<file path="config.mk">
export PLATFORM = sky130hd
export DESIGN_NAME = lzwdd_out_reg
export DESIGN_NICKNAME = d
export VERILOG_FILES = /design/src/design/lzw_decode_dictionary_unit_defines.svh /design/src/design/lzwdd_pkg.sv /design/src/design/lzwdd_out_reg.sv
export SDC_FILE = /design/constraint.sdc
export NUM_CORES = 1
export LEC_CHECK = 0
export BUFFER_PORTS_ARGS = -buffer_cell sky130_fd_sc_hd__clkbuf_2
export CORE_ASPECT_RATIO = 1.75
export CORE_MARGIN = 1
export CORE_UTILIZATION = 37
export CTS_CLUSTER_DIAMETER = 80
export DETAILED_ROUTE_END_ITERATION = 8
export PLACE_DENSITY = 0.84
export SYNTH_ARGS = -nofsm -noshare
export SYNTH_HDL_FRONTEND = slang
export SYNTH_SLANG_ARGS = --single-unit
</file>
<file path="constraint.sdc">
create_clock -name clock -period 0.8 [get_ports clock]
set_input_delay 0.04 -clock clock [delete_from_list [all_inputs] [get_ports clock]]
set_output_delay 0.04 -clock clock [all_outputs]
set_load 0.01 [all_outputs]
</file>
<file path="src/design/lzw_decode_dictionary_unit_defines.svh">
// Assertion helpers for the dictionary controller RTL.
`ifndef LZW_DECODE_DICTIONARY_UNIT_DEFINES_SVH
`define LZW_DECODE_DICTIONARY_UNIT_DEFINES_SVH

// Condition that must hold at every clock edge outside reset.
`define LZWDD_ASSERT_ALWAYS(label, expr, msg) \
   label: assert property (@(posedge clock) disable iff (reset) (expr)) else $error(msg);

// Antecedent in a cycle implies the consequent in the same cycle.
`define LZWDD_ASSERT_IMPLY(label, ante, cons, msg) \
   label: assert property (@(posedge clock) disable iff (reset) (ante) |-> (cons)) \
      else $error(msg);

`endif

</file>
<file path="src/design/lzwdd_pkg.sv">
package lzwdd_pkg;

   localparam int unsigned CODE_W       = 9;
   localparam int unsigned ROOT_W       = 9;
   localparam int unsigned MAXBITS_W    = 4;
   localparam int unsigned CSR_INDEX_W  = 2;
   localparam int unsigned CSR_DATA_W   = 9;
   localparam int unsigned RESULT_LIMIT = 32;

   localparam logic [CSR_INDEX_W-1:0] CSR_ROOT_COUNT    = 2'd0;
   localparam logic [CSR_INDEX_W-1:0] CSR_MAX_CODE_BITS = 2'd1;

   localparam logic [ROOT_W-1:0]    ROOT_COUNT_RESET    = 9'd256;
   localparam logic [MAXBITS_W-1:0] MAX_CODE_BITS_RESET = 4'd9;

   typedef enum logic [1:0] {
      OP_INIT   = 2'd0,
      OP_ADD    = 2'd1,
      OP_LOOKUP = 2'd2,
      OP_NOP    = 2'd3
   } op_type;

   typedef enum logic [1:0] {
      ST_OK      = 2'd0,
      ST_FULL    = 2'd1,
      ST_UNKNOWN = 2'd2
   } status_type;

   typedef enum logic [1:0] {
      S_IDLE,
      S_INIT,
      S_WALK,
      S_FIN
   } state_type;

   typedef struct packed {
      logic [CODE_W-1:0] parent;
      logic [7:0]        value;
   } entry_type;

   typedef struct packed {
      logic [63:0] packed_bytes;
      logic [3:0]  byte_count;
      logic        last;
      status_type  status;
      logic        is_clear_code;
      logic        is_end_code;
      logic [9:0]  entry_count;
      logic [3:0]  code_width;
   } rsp_word_type;

endpackage

</file>
<file path="src/design/lzwdd_out_reg.sv">
module lzwdd_out_reg
   import lzwdd_pkg::*;
(
   input  logic         clock,
   input  logic         reset,
   input  logic         out_load,
   input  rsp_word_type out_word,
   output logic         out_free,
   output logic         rsp_valid,
   input  logic         rsp_stall,
   output rsp_word_type rsp_word
);

   logic         valid_ff;
   logic         valid_in;
   rsp_word_type word_ff;

   assign out_free  = !valid_ff || !rsp_stall;
   assign valid_in  = out_load || (valid_ff && rsp_stall);
   assign rsp_valid = valid_ff;
   assign rsp_word  = word_ff;

   always_ff @(posedge clock) begin
      if (reset) begin
         valid_ff <= 1'b0;
      end else begin
         valid_ff <= valid_in;
      end
   end

   always_ff @(posedge clock) begin
      if (out_load) begin
         word_ff <= out_word;
      end
   end

endmodule

</file>
* After elaboration in Yosys (flattened, before gate mapping) *
Cells that the tools add are included.

cells by class
  reductions and logical operators = 5

operator list
  cell               number
  1-bit logical NOT  2
  1-bit logical OR   2
  1-bit logical AND  1

storage, ports and cells
  register bits after elaboration = 88
  output and inout bits = 89
  word-level logic and storage cells = 14

* Depth between registers and ports, before layout *
Gate-level depths: netlist of run 1.

  word-level depth = 2
  gate-level depth with buffers = 2

* Worst setup path before layout of run 1 *
Ideal clock, no wire load.

  path kind = register to register
  start = reg valid_ff, in the netlist rsp_valid
  end = reg valid_ff, in the netlist rsp_valid
  arrival = 0.505 ns
  data required time = 0.686 ns
  slack = 0.181 ns
  cell stages (with the launch flop) = 3
  buffers on the path = 0
  clock period less this slack = 0.619 ns
  cell sequence = dfxtp_1 a21oi_1 nor2_1

between the ends
  longest elaborated chain between the ends = 2

ends and longest elaborated chain
  element                   RTL line             RTL
  start: declaration        lzwdd_out_reg.sv:14  logic valid_ff;
  start signal: assignment  lzwdd_out_reg.sv:27  valid_ff <= valid_in;
  1-bit logical AND         lzwdd_out_reg.sv:19  assign valid_in = out_load || (valid_ff && rsp_stall);
  1-bit logical OR          lzwdd_out_reg.sv:19

No other way between the ends.
A chain may end at the register's enable or synchronous reset.

* Worst setup path after layout of run 1 *
  start = reg word_ff (netlist bit rsp_word[2])
  end = out rsp_word[2] (netlist bit)

RTL lines
  element                   RTL line             RTL
  start: declaration        lzwdd_out_reg.sv:16  rsp_word_type word_ff;
  start signal: assignment  lzwdd_out_reg.sv:33  word_ff <= out_word;
  end: declaration          lzwdd_out_reg.sv:11  output rsp_word_type rsp_word

No word-level cell between the ends.

==> impl_results.md, run 1 <==
- CTS Sinks: 88
- CP max-delay cell: edfxtp_1
- Slew Limit Fails: 0
- Synthesis-to-layout area growth: 85.15%
- Outcome: finished, violations left
- Die Area: around 0.0075 mm2
- Number of global-route vias before repair: ~2100
- CTS tree: done
- Post-synthesis compound-gate area fraction: less than 1%
- Net switching power figure: between 0.002 and 0.0025 W
- Core area: 0.006907 mm2
- Final HPWL from detailed placement: 4.603 mm
- Final Setup Violations: between 80 and 90
- Max Freq: 1077 MHz
- Global-route usage over all layers: a little over a fifth
- Crit-path max FO: 1
- Combinational share of power: between 10% and 20%
- Largest family of logic cells by synthesized area: simple AND/OR/NAND/NOR gates
- CP max stage delay: 410 ps
- Vias: 2052
- DR iter-0 viols: about 160
- Clock root buffer: clkbuf_16
- Post-Synth Adder-Cell Area: 0%
- Kind of critical path: reg2out
- Seq/Total Area, Yosys: approximately 100%
- Filler cells: approximately 440
- Clock power frac: 37.3%
- Cells after Synth: 91
- Share of cells above drive strength 1: 51.98%
- Buf+Inv Stages, Crit Path: 1
- Crit path DAT: ~890 ps
- Initial Util: 38.30%
- Largest net degree at the start of global routing: 39
- Routed Antenna Nets: 0
- Setup TNS: -6980 ps
- HP Class: in2reg
- Clk slew on worst S/H paths: 60 ps
- Post-Synth XOR/XNOR Area: 0%
- Pre-CTS WS: 67.89 ps
- DIE WIDTH: approximately 66 um
- P_leak: 2.146 nW
- CP Capture Type: primary output
- Peak VDD IR: 1.844 mV
- Violated checks: setup timing
- P per Cell Area: 2232 mW/mm2
- Vias per cell: 4.432
- Num ports: 180
- Global-route wire length before repair: 10.67 mm
- H-tree depth: 3
- CP cell instances: clkbuf_2
- Req. time, crit path: around 760 ps
- GPL Wtd Cong: 0.7346
- Die Y: 113.9 um
- Portion of netlist area occupied by mux cells: 0%
- Max_slew headroom: between 80% and 90%
- Int Power: 0.008672 W
- Later-pin clock latency in the skew report: 330 ps
- Sw frac: 20.67%
- Final wirelength: around 7.7 mm
- Initial antenna violation count: 0
- Yosys warnings: 0
- Post-synthesis cell area: 0.002645 mm2
- Number of cells on the critical path: 1
- DRT Pass-1 Iters: 4
- Part of the cycle the worst path needs: 116.1%
- # port buffers: 179
- Total congestion overflow: 0
- Final setup skew: 0 ps
- Mapped Avg Cell Area: 29.07 um2
- Reg power frac: between 50 and 60%
- Period minus WS final: 928.7 ps
- Top delay family on crit path: flip-flops
- TritonCTS buffer count: 9
- Flops & latches, synth: 88
- Drt wl/cell: 16.60 um
- Final Hold Violating Endpoints: 0
- # nets final: between 400 and 500
- R2r worst-path depth: 2
- Max Cap Violations: 0
- Remaining DRCs: 0
- Clock Path Buffers: 2
- Startpoint Class: flop
- Antenna Diode Count: 0
- Final WS setup: -128.7 ps
- Worst slew pin tran: roughly 200 ps
- Num rows: 40
- Yosys cell types: 5
- RSZ-0062 raised after global routing: yes
- Hold Path Stages: 2
- Simple-Gate Fraction of Synth Area: 0.2838%
- Util after Layout: a little under three quarters
- Synth Net Count: between 150 and 200
==> through the flow <==
stage,hold WS [ps],instance area [um2],total power (W),instances
after floorplan,112.4,2645,0.005873,91
after global placement,205.6,3704,0.006529,358
after detailed placement,209.4,3704,0.006570,358
after CTS,135.8,4891,0.01094,463
after global routing,153.9,4897,0.01124,463
final,146.2,4897,0.01093,463
==> final cells by class <==
type	instances	area (um2)	share of cell area, %
tap	84	105.1	2.146
multi-input combinational	3	12.51	0.2555
clock buffer	13	250.2	5.110
clock inverter	3	45.04	0.9198
timing repair buffer	272	1851	37.79
sequential	88	2634	53.78
==> kinds of logic (layout without fill, tap and decap cells) <==
family / Yosys count / in the layout
DFF: 88 / 88
and+or+nand+nor: 2 / 2
AOI/OAI and AO/OA: 1 / 1
buffers and inverters: 0 / 288
==> cells in the final DEF (no fill, tap or decap), drive strengths merged <==
cell type    synthesis  final
a21oi                1      1
buf                  0     10
bufinv               0      1
clkbuf               0    186
clkinvlp             0      2
dfxtp                1      1
dlygate4sd3          0     89
edfxtp              87     87
nand2                1      1
nor2                 1      1
==> per-layer routing <==
metal	GRT usage, %	vias up	routed length (um)	share of wire, %
met5	0	-	0	0
met2	37.96	124	4421	58
met1	19.77	968	2431	32
li1	-	934	-	-
met4	15.36	0	345	4.5
met3	4.500	26	490	6.4
==> repair_timing <==
item	in CTS	in global routing
setup buffers	0	0
pin swaps	1	0
hold buffers	89	0
endpoints found under the setup margin	89	89
cloned	0	0
endpoints found under the hold margin	88	0
gates resized for setup	1	6
==> state kept, by name, indices dropped and copies added (netlist names) <==
signal / flops
rsp_word: 87
rsp_valid: 1
==> power by group through the flow <==
stage	Combinational [W]	Sequential (W)	Clock (W)
floorplan	0.00000514	0.00587	0
global placement	0.000873	0.00566	0
detailed placement	0.000892	0.00568	0
CTS	0.00124	0.00558	0.00411
global route	0.00134	0.00562	0.00428
finish	0.00126	0.00559	0.00408
==> synthesized netlist by cell type (all sizes together) <==
library cell   n  area (um2)
a21oi          1       5.000
dfxtp          1       20.02
nor2           1       3.750
edfxtp        87        2613
nand2          1       3.750
==> path summary, 6_finish.rpt <==
kind                                   from  slack (ps)     endpoint
worst max-delay path            rsp_word[2]        -130  rsp_word[2]
worst min-delay path               out_load         150  rsp_word[7]
worst max register to register    rsp_valid         180    rsp_valid
worst min register to register    rsp_valid         540    rsp_valid
(Power assumes the default switching activity.)
==> run 2: changes to the inputs <==
- RECOVER_POWER: not set -> 100
==> impl_results.md, run 2 (same netlist as run 1, synthesis figures left out) <==
- Antenna Diode Count: 0
- Part of the cycle the worst path needs: 117.2%
- TritonCTS buffer count: 9
- Global-route wire length before repair: 10.67 mm
- Initial Util: 38.30%
- Vias per cell: 4.421
- CP max-delay cell: edfxtp_1
- Final wirelength: 7.650 mm
- Total congestion overflow: 0
- Filler cells: 457
- DR iter-0 viols: approximately 140
- Startpoint Class: flop
- Overall Power: approximately 0.011 W
- Core area: approximately 0.0069 mm2
- Num ports: 180
- Area of the multi-input gates: 12.51 um2
- Setup TNS: -6922 ps
- HP Class: in2reg
- Clock Path Buffers: 2
- Buf+Inv Stages, Crit Path: 1
- Max Freq: roughly 1100 MHz
- Routed Antenna Nets: 0
- Max Cap Violations: 0
- Share of cells above drive strength 1: 47.76%
- Final hold slack: between 200 and 250 ps
- Clk slew on worst S/H paths: 60 ps
- DIE WIDTH: 65.92 um
- CTS Sinks: 88
- Most common cell after layout, fill and taps aside: clkbuf_2
- Slew Limit Fails: 0
- Worst slew pin tran: 508.1 ps
- CP Capture Type: primary output
- Later-pin clock latency in the skew report: between 300 and 400 ps
- Final WS setup: -137.4 ps
- P_leak: 2.087 nW
- Commonest cells after routing, fill and taps aside: 160 x clkbuf_2, 89 x dlygate4sd3_1, 87 x edfxtp_1, 19 x clkbuf_1, 9 x clkbuf_16
- Largest net degree at the start of global routing: 39
- Top delay family on crit path: flip-flops
- # port buffers: 179
- Global-route usage over all layers: 20.98%
- Crit-path max FO: 1
- Remaining DRCs: 0
- GPL Wtd Cong: 0.7346
- Util after Layout: 70.14%
- RSZ-0062 raised after global routing: yes
- Die Area: between 0.007 and 0.008 mm2
- Crit path DAT: 900 ps
- CP max stage delay: 410 ps
- Violated checks: setup timing
- DRT Pass-1 Iters: 4
- Period minus WS final: around 940 ps
- Final Setup Violations: 89
- Kind of critical path: reg2out
- Largest register FFs: 87
- Drt wl/cell: ~17 um
- Final Hold Violating Endpoints: 0
- P per Cell Area: roughly 2300 mW/mm2
- R2R Setup Slk: 170 ps
- Synthesis-to-layout area growth: 83.16%
- Final setup skew: 0 ps
- CTS tree: done
- Vias: 2047
- # nets final: 465
- Outcome: finished, violations left
- Die Y: 113.9 um
- Number of global-route vias before repair: 2139
- Clock root buffer: clkbuf_16
- Initial antenna violation count: 0
- Sequential cell area: 0.002634 mm2
- Num rows: 40
- CP cell instances: clkbuf_2
- Pre-CTS WS: 67.89 ps
- Peak VDD IR: 1.845 mV
- H-tree depth: 3
- Final HPWL from detailed placement: between 4 and 5 mm
- Max_slew headroom: 66.13%
- Req. time, crit path: approximately 760 ps
## run 2: cell count changes in the layout (fill, tap and decap cells not counted), sizes merged
| cell | previous run | this run |
|---|---|---|
| clkbuf | 186 | 190 |
| buf | 10 | 6 |
## run 2: layer usage
layer | up-vias | part of all wire, % | track usage (%)
met5 | - | 0 | 0
met4 | 0 | 5.6 | 15.36
met3 | 33 | 6.7 | 4.500
met2 | 136 | 57 | 37.96
met1 | 945 | 31 | 19.77
li1 | 933 | - | -
## run 2: metrics by stage
step | std cells | cell area (um2)
6_report | 463 | 4845
5_1_grt | 463 | 4845
4_1_cts | 463 | 4891
3_5_place_dp | 358 | 3704
3_3_place_gp | 358 | 3704
2_1_floorplan | 91 | 2645
## run 2: worst paths after layout
check                                  from           end  depth (start not counted)
worst max-delay path            rsp_word[2]   rsp_word[2]                          1
worst min register to register    rsp_valid     rsp_valid                          2
worst min-delay path               out_load  rsp_word[78]                          2
worst max register to register    rsp_valid     rsp_valid                          2
## run 2: what timing repair did
item,CTS,global route
endpoints found under the setup margin,89,89
pin swaps,1,0
setup buffers,0,0
endpoints found under the hold margin,88,0
hold buffers,89,0
gates resized for setup,1,6
## run 2: final cells by class
cell class | count | area share (%)
clock buffers | 13 | 5.165
clock inverters | 3 | 0.9298
multi-input cells | 3 | 0.2583
flip-flops and latches | 88 | 54.36
well taps | 84 | 2.169
repair buffers | 272 | 37.11
## run 2: report_power, final
| group | switching, W | internal, W |
|---|---|---|
| clock network | 0.00158 | 0.00251 |
| logic | 0.000565 | 0.000662 |
| registers | 0.000115 | 0.00548 |
