==> config.mk <==
export PLATFORM = sky130hd
export DESIGN_NAME = lzwdd_ctrl
export DESIGN_NICKNAME = d
export VERILOG_FILES = /design/src/design/lzwdd_pkg.sv /design/src/design/lzwdd_ctrl.sv
export VERILOG_INCLUDE_DIRS = /design/src /design/src/design
export SDC_FILE = /design/constraint.sdc
export NUM_CORES = 1
export LEC_CHECK = 0
export ABC_AREA = 1
export BUFFER_PORTS_ARGS = -buffer_cell sky130_fd_sc_hd__buf_4
export CORE_MARGIN = 2
export CORE_UTILIZATION = 55
export DETAILED_ROUTE_END_ITERATION = 16
export PLACE_DENSITY = 0.9
export SYNTH_ARGS = -nofsm -noshare
export SYNTH_HDL_FRONTEND = slang
export SYNTH_SLANG_ARGS = --single-unit
==> constraint.sdc <==
create_clock -name clock -period 6.15 [get_ports clock]
set_clock_uncertainty 0.05 [all_clocks]
set_input_delay 1.23 -clock clock [delete_from_list [all_inputs] [get_ports clock]]
set_output_delay 1.23 -clock clock [all_outputs]
set_load 0.005 [all_outputs]
==> src/design/lzw_decode_dictionary_unit_defines.svh <==
// Assertion helpers for the dictionary controller RTL.
`ifndef LZW_DECODE_DICTIONARY_UNIT_DEFINES_SVH
`define LZW_DECODE_DICTIONARY_UNIT_DEFINES_SVH

// Condition that must hold at every clock edge outside reset.
`define LZWDD_ASSERT_ALWAYS(label, expr, msg) \
   label: assert property (@(posedge clock) disable iff (reset) (expr)) else $error(msg);

// Antecedent in a cycle implies the consequent in the same cycle.
`define LZWDD_ASSERT_IMPLY(label, ante, cons, msg) \
   label: assert property (@(posedge clock) disable iff (reset) (ante) |-> (cons)) \
      else $error(msg);

`endif

==> src/design/lzwdd_pkg.sv <==
package lzwdd_pkg;

   localparam int unsigned CODE_W       = 9;
   localparam int unsigned ROOT_W       = 9;
   localparam int unsigned MAXBITS_W    = 4;
   localparam int unsigned CSR_INDEX_W  = 2;
   localparam int unsigned CSR_DATA_W   = 9;
   localparam int unsigned RESULT_LIMIT = 32;

   localparam logic [CSR_INDEX_W-1:0] CSR_ROOT_COUNT    = 2'd0;
   localparam logic [CSR_INDEX_W-1:0] CSR_MAX_CODE_BITS = 2'd1;

   localparam logic [ROOT_W-1:0]    ROOT_COUNT_RESET    = 9'd256;
   localparam logic [MAXBITS_W-1:0] MAX_CODE_BITS_RESET = 4'd9;

   typedef enum logic [1:0] {
      OP_INIT   = 2'd0,
      OP_ADD    = 2'd1,
      OP_LOOKUP = 2'd2,
      OP_NOP    = 2'd3
   } op_type;

   typedef enum logic [1:0] {
      ST_OK      = 2'd0,
      ST_FULL    = 2'd1,
      ST_UNKNOWN = 2'd2
   } status_type;

   typedef enum logic [1:0] {
      S_IDLE,
      S_INIT,
      S_WALK,
      S_FIN
   } state_type;

   typedef struct packed {
      logic [CODE_W-1:0] parent;
      logic [7:0]        value;
   } entry_type;

   typedef struct packed {
      logic [63:0] packed_bytes;
      logic [3:0]  byte_count;
      logic        last;
      status_type  status;
      logic        is_clear_code;
      logic        is_end_code;
      logic [9:0]  entry_count;
      logic [3:0]  code_width;
   } rsp_word_type;

endpackage

==> src/design/lzwdd_ctrl.sv <==
`include "lzw_decode_dictionary_unit_defines.svh"

module lzwdd_ctrl
   import lzwdd_pkg::*;
#(
   parameter int unsigned MAX_CODE_BITS    = 9,
   parameter int unsigned BYTES_PER_RESULT = 8
) (
   input  logic                    clock,
   input  logic                    reset,
   input  logic                    req_valid,
   output logic                    req_stall,
   input  logic [1:0]              req_operation,
   input  logic [CODE_W-1:0]       req_code,
   input  logic [7:0]              req_new_byte,
   input  logic                    csr_valid,
   output logic                    csr_ready,
   input  logic [CSR_INDEX_W-1:0]  csr_index,
   input  logic [CSR_DATA_W-1:0]   csr_data,
   output logic                    wr_en,
   output logic [MAX_CODE_BITS-1:0] wr_addr,
   output entry_type               wr_data,
   output logic [MAX_CODE_BITS-1:0] rd_addr,
   input  entry_type               rd_data,
   input  logic                    out_free,
   output logic                    out_load,
   output rsp_word_type            out_word
);

   localparam int unsigned AW         = MAX_CODE_BITS;
   localparam int unsigned TW         = AW + 1;
   localparam int unsigned PW         = TW + 1;
   localparam int unsigned WW         = $clog2(AW + 2);
   localparam int unsigned BPR        = BYTES_PER_RESULT;
   localparam int unsigned CW         = $clog2(BPR + 1);
   localparam int unsigned ACC_W      = 8 * BPR;
   localparam int unsigned WALK_LIMIT = RESULT_LIMIT * BPR;
   localparam int unsigned KW         = $clog2(WALK_LIMIT + 1);
   localparam logic [TW-1:0] DEPTH_T  = TW'(1) << AW;

   function automatic logic [4:0] bit_len(input logic [15:0] v);
      logic [4:0] n;
      n = 5'd0;
      for (int i = 0; i < 16; i++) begin
         if (v[i]) begin
            n = 5'(i + 1);
         end
      end
      return n;
   endfunction

   state_type            state_ff, state_in;
   logic [ROOT_W-1:0]    root_count_ff;
   logic [MAXBITS_W-1:0] max_bits_ff;
   logic [TW-1:0]        total_ff, total_in;
   logic [WW-1:0]        width_ff, width_in;
   logic [CODE_W-1:0]    code_ff, code_in;
   logic [CODE_W-1:0]    cur_ff, cur_in;
   logic [ACC_W-1:0]     acc_ff, acc_in;
   logic [CW-1:0]        cnt_ff, cnt_in;
   logic [KW-1:0]        walked_ff, walked_in;
   logic [TW-1:0]        idx_ff, idx_in;
   logic [TW-1:0]        fill_n_ff, fill_n_in;
   status_type           status_ff, status_in;

   logic [ACC_W-1:0]     emit_acc;
   logic [CW-1:0]        emit_cnt;
   logic                 emit_last;
   status_type           emit_status;
   logic [ACC_W-1:0]     acc_new;
   logic [CW-1:0]        cnt_new;
   logic [9:0]           roots_plus2;
   logic [TW-1:0]        fill_n;
   logic [MAXBITS_W-1:0] bits_clamped;
   logic [TW-1:0]        capacity;
   logic                 full;
   logic [PW-1:0]        width_pow;
   logic [CODE_W-1:0]    parent;

   assign csr_ready = 1'b1;

   // Root fill covers the end and clear codes; clamp to the store depth.
   assign roots_plus2 = {1'b0, root_count_ff} + 10'd2;
   always_comb begin
      if (root_count_ff == '0) begin
         fill_n = '0;
      end else if (TW'(roots_plus2) > DEPTH_T) begin
         fill_n = DEPTH_T;
      end else begin
         fill_n = TW'(roots_plus2);
      end
   end

   assign bits_clamped = (max_bits_ff > MAXBITS_W'(AW)) ? MAXBITS_W'(AW) : max_bits_ff;
   assign capacity     = TW'(1) << bits_clamped;
   assign full         = (total_ff >= capacity) || (total_ff >= DEPTH_T);
   assign width_pow    = PW'(1) << width_ff;
   assign parent       = rd_data.parent;

   always_comb begin
      acc_new = acc_ff;
      for (int i = 0; i < BPR; i++) begin
         if (cnt_ff == CW'(i)) begin
            acc_new[8*i +: 8] = rd_data.value;
         end
      end
      cnt_new = cnt_ff + CW'(1);
   end

   always_comb begin
      state_in    = state_ff;
      total_in    = total_ff;
      width_in    = width_ff;
      code_in     = code_ff;
      cur_in      = cur_ff;
      acc_in      = acc_ff;
      cnt_in      = cnt_ff;
      walked_in   = walked_ff;
      idx_in      = idx_ff;
      fill_n_in   = fill_n_ff;
      status_in   = status_ff;
      req_stall   = 1'b1;
      wr_en       = 1'b0;
      wr_addr     = AW'(idx_ff);
      wr_data     = '{parent: CODE_W'(idx_ff), value: idx_ff[7:0]};
      rd_addr     = AW'(cur_ff);
      out_load    = 1'b0;
      emit_acc    = acc_ff;
      emit_cnt    = cnt_ff;
      emit_last   = 1'b1;
      emit_status = status_ff;

      case (state_ff)
         S_IDLE: begin
            req_stall = 1'b0;
            if (req_valid) begin
               code_in   = req_code;
               acc_in    = '0;
               cnt_in    = '0;
               walked_in = '0;
               status_in = ST_OK;
               state_in  = S_FIN;
               case (op_type'(req_operation))
                  OP_INIT: begin
                     fill_n_in = fill_n;
                     idx_in    = '0;
                     state_in  = S_INIT;
                  end
                  OP_ADD: begin
                     if (full) begin
                        status_in = ST_FULL;
                     end else begin
                        wr_en    = 1'b1;
                        wr_addr  = AW'(total_ff);
                        wr_data  = '{parent: req_code, value: req_new_byte};
                        total_in = total_ff + TW'(1);
                        if ({1'b0, total_ff} >= width_pow - PW'(1)) begin
                           width_in = width_ff + WW'(1);
                        end
                     end
                  end
                  OP_LOOKUP: begin
                     if (TW'(req_code) >= total_ff) begin
                        status_in = ST_UNKNOWN;
                     end else begin
                        rd_addr  = AW'(req_code);
                        cur_in   = req_code;
                        state_in = S_WALK;
                     end
                  end
                  default: begin
                  end
               endcase
            end
         end

         S_INIT: begin
            if (idx_ff == fill_n_ff) begin
               total_in  = fill_n_ff;
               width_in  = WW'(bit_len(16'(fill_n_ff)));
               state_in  = S_FIN;
            end else begin
               // Only entries below 512 are reachable, so a 9-bit self pointer suffices.
               wr_en  = 1'b1;
               idx_in = idx_ff + TW'(1);
            end
         end

         S_WALK: begin
            // rd_data holds the entry of cur_ff; hold everything while the output is busy.
            if (out_free) begin
               if (walked_ff == KW'(WALK_LIMIT)) begin
                  out_load    = 1'b1;
                  emit_status = ST_UNKNOWN;
                  state_in    = S_IDLE;
               end else if (cnt_ff == CW'(BPR)) begin
                  out_load    = 1'b1;
                  emit_last   = 1'b0;
                  emit_status = ST_OK;
                  acc_in      = '0;
                  cnt_in      = '0;
               end else begin
                  acc_in    = acc_new;
                  cnt_in    = cnt_new;
                  walked_in = walked_ff + KW'(1);
                  emit_acc  = acc_new;
                  emit_cnt  = cnt_new;
                  if (parent == cur_ff) begin
                     out_load    = 1'b1;
                     emit_status = ST_OK;
                     state_in    = S_IDLE;
                  end else if (TW'(parent) >= total_ff) begin
                     out_load    = 1'b1;
                     emit_status = ST_UNKNOWN;
                     state_in    = S_IDLE;
                  end else begin
                     cur_in  = parent;
                     rd_addr = AW'(parent);
                  end
               end
            end
         end

         S_FIN: begin
            if (out_free) begin
               out_load = 1'b1;
               state_in = S_IDLE;
            end
         end

         default: begin
            state_in = S_IDLE;
         end
      endcase
   end

   always_comb begin
      out_word.packed_bytes  = 64'(emit_acc);
      out_word.byte_count    = 4'(emit_cnt);
      out_word.last          = emit_last;
      out_word.status        = emit_status;
      out_word.is_clear_code = ({1'b0, code_ff} == ({1'b0, root_count_ff} + 10'd1));
      out_word.is_end_code   = (code_ff == root_count_ff);
      out_word.entry_count   = 10'(total_ff);
      out_word.code_width    = 4'(width_ff);
   end

   always_ff @(posedge clock) begin
      if (reset) begin
         state_ff      <= S_IDLE;
         root_count_ff <= ROOT_COUNT_RESET;
         max_bits_ff   <= MAX_CODE_BITS_RESET;
         total_ff      <= '0;
         width_ff      <= '0;
      end else begin
         state_ff <= state_in;
         total_ff <= total_in;
         width_ff <= width_in;
         if (csr_valid && csr_ready) begin
            case (csr_index)
               CSR_ROOT_COUNT:    root_count_ff <= csr_data[ROOT_W-1:0];
               CSR_MAX_CODE_BITS: max_bits_ff   <= csr_data[MAXBITS_W-1:0];
               default: begin
               end
            endcase
         end
      end
   end

   always_ff @(posedge clock) begin
      code_ff   <= code_in;
      cur_ff    <= cur_in;
      acc_ff    <= acc_in;
      cnt_ff    <= cnt_in;
      walked_ff <= walked_in;
      idx_ff    <= idx_in;
      fill_n_ff <= fill_n_in;
      status_ff <= status_in;
   end

   `LZWDD_ASSERT_IMPLY(a_load_when_free, out_load, out_free, "result loaded into busy output")
   `LZWDD_ASSERT_ALWAYS(a_total_in_range, total_ff <= DEPTH_T, "entry total beyond store depth")
   `LZWDD_ASSERT_IMPLY(a_cnt_in_range, state_ff == S_WALK, cnt_ff <= CW'(BPR), "byte count overrun")
   `LZWDD_ASSERT_IMPLY(a_width_tracks_total, state_ff == S_IDLE, 5'(width_ff) == bit_len(16'(total_ff)), "code width out of step with entry total")

endmodule

# Word-level counts from Yosys, hierarchy flattened

Index checks and enable logic that the tools add are counted.

Register bits: 146
Bits in latches: 0
Bits in writable memories: 0
ROM bits: 0
Output and inout port bits: 126
Word-level logic and storage cells: 194
Memories kept: 0

Add/subtract/negate cells: 8
$mul: 0
Divide/modulo/power cells: 0
Order comparisons: 7
Eq/ne operators: 32
Shifts and indexed selects: 2
Multiplexer cells: 112
Bitwise operators: 0
Reduce and logical (&&, ||, !) cells: 19

Operator list:

| cell                                                 | number |
|---|---|
| 2-to-1 mux 64 bit                                    | 8 |
| 2-to-1 mux 9 bit                                     | 16 |
| case mux 64 bit (2 select lines)                     | 1 |
| 2-to-1 mux 4 bit                                     | 23 |
| 2-to-1 mux 10 bit                                    | 8 |
| 2-to-1 mux 17 bit                                    | 4 |
| 2-to-1 mux 8 bit                                     | 8 |
| case mux 10 bit (2 select lines)                     | 2 |
| case mux 9 bit (2 select lines)                      | 2 |
| 2-to-1 mux 2 bit                                     | 15 |
| adder 10 x 1 -> 10 bit (second input constant)       | 2 |
| greater-or-equal comparator 9 x 10 -> 1 bit          | 2 |
| equality test 9 bit                                  | 2 |
| 2-to-1 mux 1 bit                                     | 18 |
| inequality test 2 bit (second input constant)        | 9 |
| equality test 4 x 3 -> 1 bit (second input constant) | 4 |
| case mux 4 bit (2 select lines)                      | 2 |
| AND reduction 6 bit                                  | 2 |
| greater-or-equal comparator 10 x 11 -> 1 bit         | 1 |
| left shift 1 x 4 -> 11 bit (first input constant)    | 1 |
| subtractor 11 x 1 -> 11 bit (second input constant)  | 1 |
| adder 9 x 1 -> 10 bit (second input constant)        | 1 |
| adder 9 x 2 -> 10 bit (second input constant)        | 1 |
| equality test 10 bit                                 | 1 |
| other kinds (30)                                     | 46 |

# Logic depth before layout (Yosys ltp)

Depth after elaboration: 12
Gate-level depth with buffers: 26
Mapped depth without buffers: 26

# Worst setup path after synthesis

OpenSTA, ideal clock, no wires.

Path type: input-to-reg
Start: in req_valid
End: reg acc_ff[0] (enable)
Arrival time: 3.504 ns
Data required time: 5.672 ns
Setup slack: 2.168 ns
Stages on the path: 4
Cells stage by stage: inv_1 > nor2_1 > inv_1 > nand2_1

Word-level cells in the longest chain between the ends: 2

RTL lines:

| element                         | line              | text |
|---|---|---|
| start: declaration              | lzwdd_ctrl.sv:11  | `input logic req_valid,` |
| inequality test 2 bit (no line) | -                 |  |
| AND reduction 4 bit (no line)   | -                 |  |
| end signal: assignment          | lzwdd_ctrl.sv:273 | `acc_ff <= acc_in;` |
| end: declaration                | lzwdd_ctrl.sv:59  | `logic [ACC_W-1:0] acc_ff, acc_in;` |

Every way passes these cells.
A chain may end at the register's enable or synchronous reset.

# Worst setup path in the final report

Start: in req_code[7]
End: out rd_addr[4]

Word-level cells in the longest chain between the ends: 5

RTL lines:

| element                                     | line              | text |
|---|---|---|
| start: declaration                          | lzwdd_ctrl.sv:14  | `input logic [CODE_W-1:0] req_code,` |
| greater-or-equal comparator 9 x 10 -> 1 bit | lzwdd_ctrl.sv:163 | `if (TW'(req_code) >= total_ff) begin` |
| 2-to-1 mux 9 bit (2 in a row)               | -                 |  |
| 2-to-1 mux 9 bit                            | lzwdd_ctrl.sv:136 | `if (req_valid) begin` |
| case mux 9 bit (2 select lines)             | lzwdd_ctrl.sv:133 | `case (state_ff)` |
| end: declaration                            | lzwdd_ctrl.sv:23  | `output logic [MAX_CODE_BITS-1:0] rd_addr,` |

Every way passes these cells.

==> summary.txt <==
POWER AND IR DROP
-----------------------------------------------------------------------------------------------
IR Drop Worst-Case VDD ...........................................................   0.000245 V
Net switching component of the power .............................................      2.52 mW
Part of the power in the clock network ...........................................        17.8%
Cell leakage power ...............................................................      5.81 nW
Switching Share ..................................................................        42.6%
PwrDens ..........................................................................   486 mW/mm²
Internal Dissipation .............................................................      3.39 mW
Reg power frac ...................................................................        30.4%
Total power ......................................................................      5.92 mW
Combinational cell fraction of total power .......................................        51.8%

LOGIC SYNTHESIS
-----------------------------------------------------------------------------------------------
Fraction of synthesized area in multiplexers .....................................        6.27%
Syn_area_per_cell ................................................................     8.09 µm²
Prevailing post-synth register cell .............................................. sky130_fd_sc_hd__edfxtp_1
Number of synthesized flops with an enable pin ...................................          108
Synthesized netlist net count ....................................................        1,376
Adder-Cell Fraction of Synth Area ................................................        7.60%
Parity-gate share of the synthesized area counting xor and xnor cells ............        3.95%
Warnings from Yosys ..............................................................            0
Main combinational cell family by area after synthesis ........................... simple AND/OR/NAND/NOR gates
Area share of the leading cell type in the synthesized netlist ...................        31.8%
Largest cells by area after synthesis ............................................ sky130_fd_sc_hd__edfxtp_1 32%, sky130_fd_sc_hd__nand2_1 9.9%, sky130_fd_sc_hd__ha_1 7.6%
Synth cell types .................................................................           48
Compound-cell area share of the yosys netlist ....................................        12.9%
Synth Area in Simple Gates .......................................................        22.6%
Number of instances in the synthesized netlist ...................................        1,262
Flip-flop and latch count after synthesis ........................................          146
Seq/Total Area, Yosys ............................................................        39.2%
Largest area contributor in the netlist .......................................... sky130_fd_sc_hd__edfxtp_1
Cell area after synthesis ........................................................   0.0102 mm²
Async set-or-reset flop fraction in the synthesized netlist ......................           0%

STA
-----------------------------------------------------------------------------------------------
Time the final worst path needs with I/O delays and setup ........................      4.70 ns
Final worst setup slack ..........................................................      1.45 ns
RSZ-0062 raised after global routing .............................................           no
Final Hold Fails .................................................................            0
Final setup vio count ............................................................            0
Setup Total Neg Slack ............................................................         0 ns
Part of the cycle the worst path needs ...........................................        76.5%
Highest Clock Rate ...............................................................      213 MHz
Worst max-slew margin expressed relative to the limit ............................        28.5%
Transition time of the tightest slew-check pin ...................................      1.07 ns
Max-slew violation count .........................................................            0

PLACE
-----------------------------------------------------------------------------------------------
Final GP Congestion ..............................................................        0.933
Placed standard-cell area ........................................................   0.0116 mm²
Half-perimeter wire length after detailed placement ..............................    20,800 µm
Number of port buffers ...........................................................          176
Worst setup slack after placement ................................................      1.50 ns

ROUTE
-----------------------------------------------------------------------------------------------
Antenna Nets Post-Route ..........................................................            0
Vias per std cell ................................................................         5.77
Post-DR wirelength/cell ..........................................................      17.2 µm
Wire length reported by the detailed router ......................................    28,400 µm
Router iterations before antenna repair ..........................................            6
Via Count ........................................................................        9,542
Drt first-iter violations ........................................................        1,012
DR DRC count .....................................................................            0

RUN STATUS
-----------------------------------------------------------------------------------------------
Status ........................................................................... finished clean

MIN PATH
-----------------------------------------------------------------------------------------------
HP Class .........................................................................      reg2reg

CLOCK NETWORK
-----------------------------------------------------------------------------------------------
Clock tree from TritonCTS ........................................................         done
Clock tree buffer depth ..........................................................            2
Clock input transition at the sequential cells of the worst setup and hold paths .      0.06 ns
Root buf cell .................................................................... sky130_fd_sc_hd__clkbuf_16
CTS buffer count .................................................................           17
H-tree levels ....................................................................            4
Post-cts sizing count ............................................................            0
Setup bufs post-CTS ..............................................................            0
Number of sinks on the clock net .................................................          146
Post-CTS Hold Buffers ............................................................            0
Worst skew pair latency ..........................................................      0.43 ns

SETUP PATH
-----------------------------------------------------------------------------------------------
Critical path startpoint category ................................................ primary input
Worst reg-to-reg setup slack .....................................................      2.70 ns
Required @ worst endpoint ........................................................      4.87 ns
Crit-path max FO .................................................................           18
Arrival time at the worst endpoint ...............................................      3.42 ns
Classification of the worst setup path ...........................................       in2out
Sort of element at the end of the critical path .................................. primary output

GLOBAL ROUTE
-----------------------------------------------------------------------------------------------
All-Layer GR Usage ...............................................................        28.5%
Overflow left after global routing ...............................................            0
Via count of the first global-routing pass .......................................        9,098
Global-route wire length before repair ...........................................    45,000 µm
Pin count of the biggest net entering global routing .............................           69
Number of antenna violations at the first check in global routing ................            0

FLOORPLAN
-----------------------------------------------------------------------------------------------
Effective utilization at floorplan ...............................................        56.5%
Height of the die ................................................................       140 µm
Width of the chip ................................................................       140 µm
Core Area ........................................................................   0.0181 mm²
Num rows .........................................................................           49
I/O pin count ....................................................................          178
Total die area ...................................................................   0.0197 mm²

FLOW RUN
-----------------------------------------------------------------------------------------------
Number of max-cap violations .....................................................            0

FINAL LAYOUT
-----------------------------------------------------------------------------------------------
Net count, final .................................................................        1,525
Commonest cells after routing, fill and taps aside ............................... 268 x sky130_fd_sc_hd__nand2_1, 180 x sky130_fd_sc_hd__buf_4, 161 x sky130_fd_sc_hd__nor2_1
Most common cell after layout, fill and taps aside ............................... sky130_fd_sc_hd__nand2_1
Layout Area Growth over Synthesis ................................................        19.2%
Cell area after layout ...........................................................   0.0122 mm²
Number of antenna cells inserted .................................................            0
Share of final-layout standard cells stronger than drive strength 1 ..............        18.5%

-- layout make-up --
class	count	area, µm²
Clock inverter	14	164
Inverter	123	464
Timing Repair Buffer	181	1370
Clock buffer	18	429
Fill cell	1461	5910
Sequential cell	146	4000
Multi-Input combinational cell	942	5450
Tap cell	229	287
-- cell usage after synthesis (31+ instances only) --
master,instances
sky130_fd_sc_hd__a21oi_1,61
sky130_fd_sc_hd__nand2_1,270
sky130_fd_sc_hd__ha_1,62
sky130_fd_sc_hd__nor2_1,161
sky130_fd_sc_hd__o21ai_2,37
sky130_fd_sc_hd__xor2_1,31
sky130_fd_sc_hd__dfxtp_1,38
sky130_fd_sc_hd__nand3_1,62
sky130_fd_sc_hd__o21ai_0,62
sky130_fd_sc_hd__edfxtp_1,108
sky130_fd_sc_hd__inv_1,115
sky130_fd_sc_hd__mux2i_1,64
-- flip-flops by register name, indices dropped and copies added (netlist names) --
name           cells
acc_ff            64
cnt_ff             4
code_ff            9
cur_ff             9
fill_n_ff         10
idx_ff            10
max_bits_ff        4
root_count_ff      9
state_ff           2
status_ff          2
total_ff          10
walked_ff          9
width_ff           4
-- cell families (layout without fill, tap and decap cells) --
logic type | Yosys count | in the layout
flip-flops | 146 | 146
other | 1 | 1
AO/OA/AOI/OAI | 220 | 220
AND/OR/NAND/NOR | 549 | 549
buffers and inverters | 174 | 336
adder cells (fa/ha/maj) | 62 | 62
XOR/XNOR | 46 | 46
multiplexers | 64 | 64
-- power by group through the flow --
stage / registers [mW] / logic, mW / clock network [mW]
floorplan: 1.71 / 1.96 / 0
global route: 1.84 / 3.40 / 1.10
detailed placement: 1.81 / 3.03 / 0
CTS: 1.79 / 3.05 / 1.06
global placement: 1.78 / 2.92 / 0
finish: 1.80 / 3.07 / 1.06
-- stage by stage --
step | hold WS (ns) | instances | util [%]
2_1_floorplan | 0.438 | 1262 | -
3_3_place_gp | 0.462 | 1621 | 64.0
3_5_place_dp | 0.491 | 1621 | 64.0
4_1_cts | 0.505 | 1653 | 67.3
5_1_grt | 0.534 | 1653 | 67.3
6_report | 0.509 | 1653 | 67.3
-- per-layer routing --
| layer | up-vias | track usage (%) | share of wire (%) |
|---|---|---|---|
| met4 | 0 | 14.0 | 4.0 |
| met1 | 4346 | 35.5 | 38 |
| met2 | 530 | 47.2 | 48 |
| li1 | 4572 | - | - |
| met3 | 94 | 6.09 | 10 |
| met5 | - | 0 | 0 |
-- final timing paths --
| kind | depth (start not counted) | to | from |
|---|---|---|---|
| min | 2 | cur_ff[5]$_DFF_P_ | cur_ff[5]$_DFF_P_ |
| max reg2reg | 26 | width_ff[1]$_SDFFE_PP0P_ | width_ff[0]$_SDFFE_PP0P_ |
| max | 13 | rd_addr[4] | req_code[7] |
| min reg2reg | 2 | cur_ff[5]$_DFF_P_ | cur_ff[5]$_DFF_P_ |
-- worst max-delay path: stages --
cell and delay, ns:
sky130_fd_sc_hd__buf_4 0.14, sky130_fd_sc_hd__ha_1 0.31, sky130_fd_sc_hd__a21oi_1 0.13, sky130_fd_sc_hd__nor2_1 0.05, sky130_fd_sc_hd__a21oi_1 0.12, sky130_fd_sc_hd__nand3_1 0.12
sky130_fd_sc_hd__nor2_1 0.15, sky130_fd_sc_hd__nand3_1 0.46, sky130_fd_sc_hd__o21ai_0 0.34, sky130_fd_sc_hd__o21ai_0 0.12, sky130_fd_sc_hd__nand2_1 0.07, sky130_fd_sc_hd__nand2_1 0.06
sky130_fd_sc_hd__buf_4 0.14
Power figures use the tool's default switching activity.
